### src/sv/bfr_pkg.sv
// ----------------------------------------------------------------------------
// bfr_pkg: shared definitions for the bytecode frame receiver
// Store geometry, CRC constants, protocol codes and result codes.
// ----------------------------------------------------------------------------
package bfr_pkg;

  // Byte store geometry.
  localparam int unsigned STORE_BYTES = 4096;
  localparam int unsigned STORE_AW    = $clog2(STORE_BYTES);

  // Reflected CRC16.
  localparam logic [15:0] CRC_SEED = 16'hFFFF;
  localparam logic [15:0] CRC_POLY = 16'hD175;

  // Header codes.
  localparam logic [7:0] HDR_VERSION = 8'h01;
  localparam logic [7:0] CMD_DATA    = 8'h44;  // 'D'
  localparam logic [7:0] CMD_PROGRAM = 8'h50;  // 'P'
  localparam logic [7:0] CMD_REBOOT  = 8'h52;  // 'R'
  localparam logic [7:0] CMD_RESTART = 8'h4C;  // 'L'

  // Header lengths.
  localparam logic [16:0] DATA_HDR_LEN = 17'd6;
  localparam logic [16:0] PROG_LEN     = 17'd8;
  localparam logic [16:0] MIN_LEN      = 17'd2;

  typedef enum logic [2:0] {
    ST_OK        = 3'd0,
    ST_SIZE      = 3'd1,
    ST_VERSION   = 3'd2,
    ST_DATA_SIZE = 3'd3,
    ST_OVER      = 3'd4,
    ST_BAD_SLOT  = 3'd5,
    ST_CRC       = 3'd6,
    ST_UNKNOWN   = 3'd7
  } status_t;

  typedef enum logic [1:0] {
    ACT_NONE    = 2'd0,
    ACT_STORE   = 2'd1,
    ACT_REBOOT  = 2'd2,
    ACT_RESTART = 2'd3
  } action_t;

endpackage

### src/sv/bfr_crc.sv
// ----------------------------------------------------------------------------
// bfr_crc: shared CRC16 unit
// Folds one byte per enabled cycle into a reflected CRC16 register.
// ----------------------------------------------------------------------------
module bfr_crc
  import bfr_pkg::*;
(
  input  logic        clk,
  input  logic        init,
  input  logic        en,
  input  logic [7:0]  data,
  output logic [15:0] crc
);

  logic [15:0] crc_r;
  logic [15:0] crc_nxt;

  // Eight shift steps of the reflected CRC over one byte.
  always_comb begin
    crc_nxt = crc_r ^ {8'h00, data};
    for (int b = 0; b < 8; b++) begin
      if (crc_nxt[0]) begin
        crc_nxt = (crc_nxt >> 1) ^ CRC_POLY;
      end else begin
        crc_nxt = crc_nxt >> 1;
      end
    end
  end

  always_ff @(posedge clk) begin
    if (init) begin
      crc_r <= CRC_SEED;
    end else if (en) begin
      crc_r <= crc_nxt;
    end
  end

  assign crc = crc_r;

endmodule

### config.mk
export PLATFORM = sky130hd
export DESIGN_NAME = bfr_crc
export DESIGN_NICKNAME = d
export VERILOG_FILES = /design/src/sv/bfr_pkg.sv /design/src/sv/bfr_crc.sv
export SDC_FILE = /design/constraint.sdc
export NUM_CORES = 1
export LEC_CHECK = 0
export ABC_AREA = 1
export BUFFER_PORTS_ARGS = -buffer_cell sky130_fd_sc_hd__buf_4
export CAP_MARGIN = 15
export CORE_MARGIN = 2
export CORE_UTILIZATION = 35
export CTS_CLUSTER_SIZE = 28
export DETAILED_ROUTE_END_ITERATION = 8
export MAX_ROUTING_LAYER = met4
export SLEW_MARGIN = 20
export SYNTH_ARGS = -nofsm -noshare
export SYNTH_HDL_FRONTEND = slang
export SYNTH_SLANG_ARGS = --single-unit
### constraint.sdc
create_clock -name clk -period 2 [get_ports clk]
set_clock_uncertainty 0.2 [all_clocks]
set_input_delay 0.3 -clock clk [delete_from_list [all_inputs] [get_ports clk]]
set_output_delay 0.3 -clock clk [all_outputs]
set_load 0.005 [all_outputs]
# Yosys cells after proc, flatten, opt, wreduce, memory -nomap -nowiden
# Index checks and enable logic that the tools add are counted.
# totals
wordCells,18
reg_bits,16
# classes
bitwise,9
n_mux,8
# ops
cell,count
$mux 16,8
$not 8->9,8
$xor 16x8->16,1

# Logic depth before layout (Yosys ltp)
# logic_depth
ltp_word,17
depth_mapped,17
depth_no_buf,17

# Worst setup path before layout
# No wires, ideal clock.
# synth_timing
path_kind,flip-flop to flip-flop
startpoint,"register crc_r[1], in the netlist crc[1]"
endpoint,"register crc_r[0], in the netlist crc[0]"
slack_ns,-0.023
period_less_slack_ns,2.023
n_path_buf,0
stages_incl_launch_ff,16
arrival_time_ns,1.708
required_ns,1.685
setup_ns,0.115
path_cell_list,dfxtp_1 inv_1 nand2_1 nand2_2 nand2_4 nand2_4 inv_4 nand2_2 nand2_2 nand3_1 nand3_4 nand3_4 nand3_4 nand3_1 nand3_1 nand2_1
# synth_between
elab_chain_cells,14
# synth_lines
element,line,rtl
from (decl),bfr_crc.sv:15,logic [15:0] crc_r;
from (signal assigned),bfr_crc.sv:34,crc_r <= crc_nxt;
$xor 16x8->16 *,bfr_crc.sv:20,"crc_nxt = crc_r ^ {8'h00, data};"
$not 8->9 (no source line),n/a,
$mux 16 * (2 in a row),bfr_crc.sv:22,if (crc_nxt[0]) begin
$not 8->9 (no source line),n/a,
$mux 16 *,bfr_crc.sv:22,
$not 8->9 (no source line),n/a,
$mux 16 * (2 in a row),bfr_crc.sv:22,
$not 8->9 (no source line),n/a,
$mux 16 * (2 in a row),bfr_crc.sv:22,
$not 8->9 (no source line),n/a,
$mux 16 *,bfr_crc.sv:22,
# Every way passes the cells marked *; elsewhere a longest branch is shown, timed or not.
# A chain may end at the register's enable or synchronous reset.

# Worst setup path after layout
# layout_timing
startpoint,"register crc_r[0], in the netlist crc[0]"
endpoint,"register crc_r[4], in the netlist crc[4]"
# layout_between
elab_chain_cells,13
# layout_lines
element,line
$xor 16x8->16 *,bfr_crc.sv:20
$mux 16 * (2 in a row),bfr_crc.sv:22
$not 8->9 (no source line) / $mux 16 (equally long branches),n/a
$mux 16 * (3 in a row),bfr_crc.sv:22
$not 8->9 (no source line) / $mux 16 (equally long branches),n/a
$mux 16 *,bfr_crc.sv:22
$not 8->9 (no source line) / $mux 16 (equally long branches),n/a
$mux 16 *,bfr_crc.sv:22
$not 8->9 (no source line) / $mux 16 (equally long branches),n/a
$mux 16 *,bfr_crc.sv:22
# Marked as above.

==> impl_metrics.py <==
metrics = {
    "run_status": {
        "status": "finished with violations",
        "violations": "setup timing",
    },
    "yosys": {
        "yosysTopAreaCell": "dfxtp_1",
        "synth_top_area_share_pct": 19.1,
        "yosys_warnings": 0,
        "synth-seq-cells": 16,
        "synth.most_common_cell": "nand2_1",
        "synth-edff-count": 0,
        "yosys-top-cells-count": "39 x nand2_1, 29 x nand3_1, 21 x a21oi_1, 17 x nand2_2, 16 x dfxtp_1",
        "synth.net_count": 224,
        "syn-mean-instance-area_sq_um": 7.87,
        "ys_types": 24,
        "async_flop_share_pct": 0,
        "synth_area_sq_um": 1680,
        "ys.flop_type": "dfxtp_1",
        "syn_inst": 213,
        "ys_seq_area_share_pct": 19.1,
        "synth_area_leaders": "dfxtp_1 19%, nand3_4 14%, nand2_1 8.7%",
    },
    "route": {
        "post_drt_wl_per_cell_microns": 13.6,
        "dr.pass1.iters": 5,
        "viasPerCell": 4.92,
        "totalWireLength_microns": 4540,
        "drtAntennaViolNets": 0,
        "drc": 0,
        "drt_iter0_markers": 134,
        "vias": 1638,
    },
    "setup_path": {
        "cp-end-kind": "flip-flop",
        "cpPeakStageDelay_ps": 370,
        "startpoint_type": "flip-flop",
        "path_cells": "inv_2, nand2_2, nand2_4, nand2_4, nand2_8, nand2_4, nand3_4, nand2_4, nand2_8, nand2_8, nand2_8, nand3_4, nand3_4, nand3b_1, nand3_1, nand2_1",
        "reg2reg_depth": 16,
        "r2r-end": "crc[4]",
        "timing.critical_path.to": "crc[4]",
        "crit_arrival_ps": 2120,
        "reg2reg_from": "crc[0]",
        "crit_start": "crc[0]",
        "worstPathMaxFanout": 7,
        "critPathKind": "reg2reg",
        "worst-r2r-setup-slack_ps": -170,
        "required_ps": 1950,
        "cp_slowest_cell": "dfxtp_4",
    },
    "timing": {
        "period_needed_ps": 2170,
        "maxSlewViolCount": 0,
        "fmax_ghz": 0.461,
        "finalSetupTns_ps": -1520,
        "slew-limit-headroom_pct": 83.6,
        "worst_pin_slew_ps": 244,
        "worst_slack_ps": -168,
        "rsz0062_at_grt": "true",
        "finalSetupViolCount": 11,
        "timing.final.crit_share_pct": 108,
        "hold_viol": 0,
    },
    "die": {
        "fp.dieH_microns": 73.2,
        "coreArea_sq_um": 4660,
        "placementRows": 25,
        "initial_core_util_pct": 36.0,
        "ios": 27,
        "die_x_microns": 73.2,
        "die-area_sq_um": 5360,
    },
    "layout": {
        "syn_to_final_growth_pct": 43.2,
        "antenna_cells": 0,
        "nets": 291,
        "largest_reg_flops": 16,
        "final_core_util_pct": 51.5,
        "drive_above_1_share_pct": 52.0,
    },
    "grt": {
        "antenna_found_initial": 0,
        "grt_start_max_net_pins": 17,
        "grt_pass1_vias": 1547,
        "grt_overflow": 0,
        "grt.total_usage_pct": 18.3,
        "grt_pass1_wl_microns": 7330,
    },
    "placed_design": {
        "portBuffers": 26,
        "post-dp-hpwl_microns": 3400,
        "routabilityCongestion": 0.834,
    },
    "clock_tree": {
        "cts_buffers": 3,
        "cts_tree": "yes",
        "clk_pin_slew_ps": 70,
        "clock_path_buffers": 2,
        "cts_max_level": 1,
        "cts_hold_buf": 0,
        "cts.sinks": 16,
        "cts-root-buf": "clkbuf_8",
        "clock_latency_ps": 260,
    },
    "min_path": {
        "min_path_type": "in2reg",
    },
    "run": {
        "max_cap_viol_count": 0,
    },
}
==> worst min-delay path by stage <==
stage / end / slack (ps) / startpoint / depth (start not counted)
floorplan: crc[1] / 230 / en / 2
global placement: crc[4] / 310 / crc[4] / 2
detailed placement: crc[14] / 310 / crc[14] / 2
CTS: crc[3] / 180 / en / 3
global route: crc[0] / 200 / en / 3
finish: crc[7] / 190 / en / 3
==> final cells by class <==
class	count	area, sq um
multi-input combinational	175	1370
inverter	18	80.1
tap	54	67.6
fill	440	2260
sequential	16	330
timing repair buffer	66	503
clock buffer	4	55.1
==> cell usage in the layout (no fill, tap or decap), drive strengths merged <==
master and count:
o31ai 1, inv 17, nand3b 6, o21ai 6, xnor2 7, dfxtp 16, or2 1, clkinv 1
clkbuf 4, xor2 13, nand2 71, buf 66, nor2 1, a21oi 21, nand3 48
==> stage by stage <==
step | hold WS [ps] | cell area [sq um] | setup slack, ps | cells
floorplan | 232 | 1690 | 0.556 | 213
global placement | 308 | 2150 | -365 | 317
detailed placement | 313 | 2150 | -338 | 317
CTS | 175 | 2310 | -166 | 327
global route | 199 | 2400 | -314 | 333
finish | 188 | 2400 | -168 | 333
==> routing by layer <==
layer / up-vias / share of wire (%) / GRT usage, %
met5: - / 0 / -
met4: 0 / 0.97 / 4.94
met3: 4 / 2.3 / 2.21
met2: 24 / 50 / 31.4
met1: 757 / 47 / 22.6
li1: 853 / - / -
==> cells by family after synthesis <==
logic type | after synthesis | synth area share [%]
buf+inv | 22 | 5.60
flops | 16 | 19.1
simple gates | 127 | 56.3
compound gates | 28 | 8.51
xor+xnor | 20 | 10.4
==> worst max-delay path: cells and delay by family (launching register included) <==
family                 cells  cell delay [ps]
buffers and inverters      1               70
flip-flops                 1              370
AND/OR/NAND/NOR           15             1420
==> repair_timing <==
action	in CTS	in global routing
gates resized for setup	15	10
setup endpoints to repair	11	13
gates cloned	0	0
pin swaps	14	21
buffers inserted	6	6
Power is left out: the tool's default activity adds up to more than one toggle a clock period on the data nets, which glitch-free logic cannot reach.
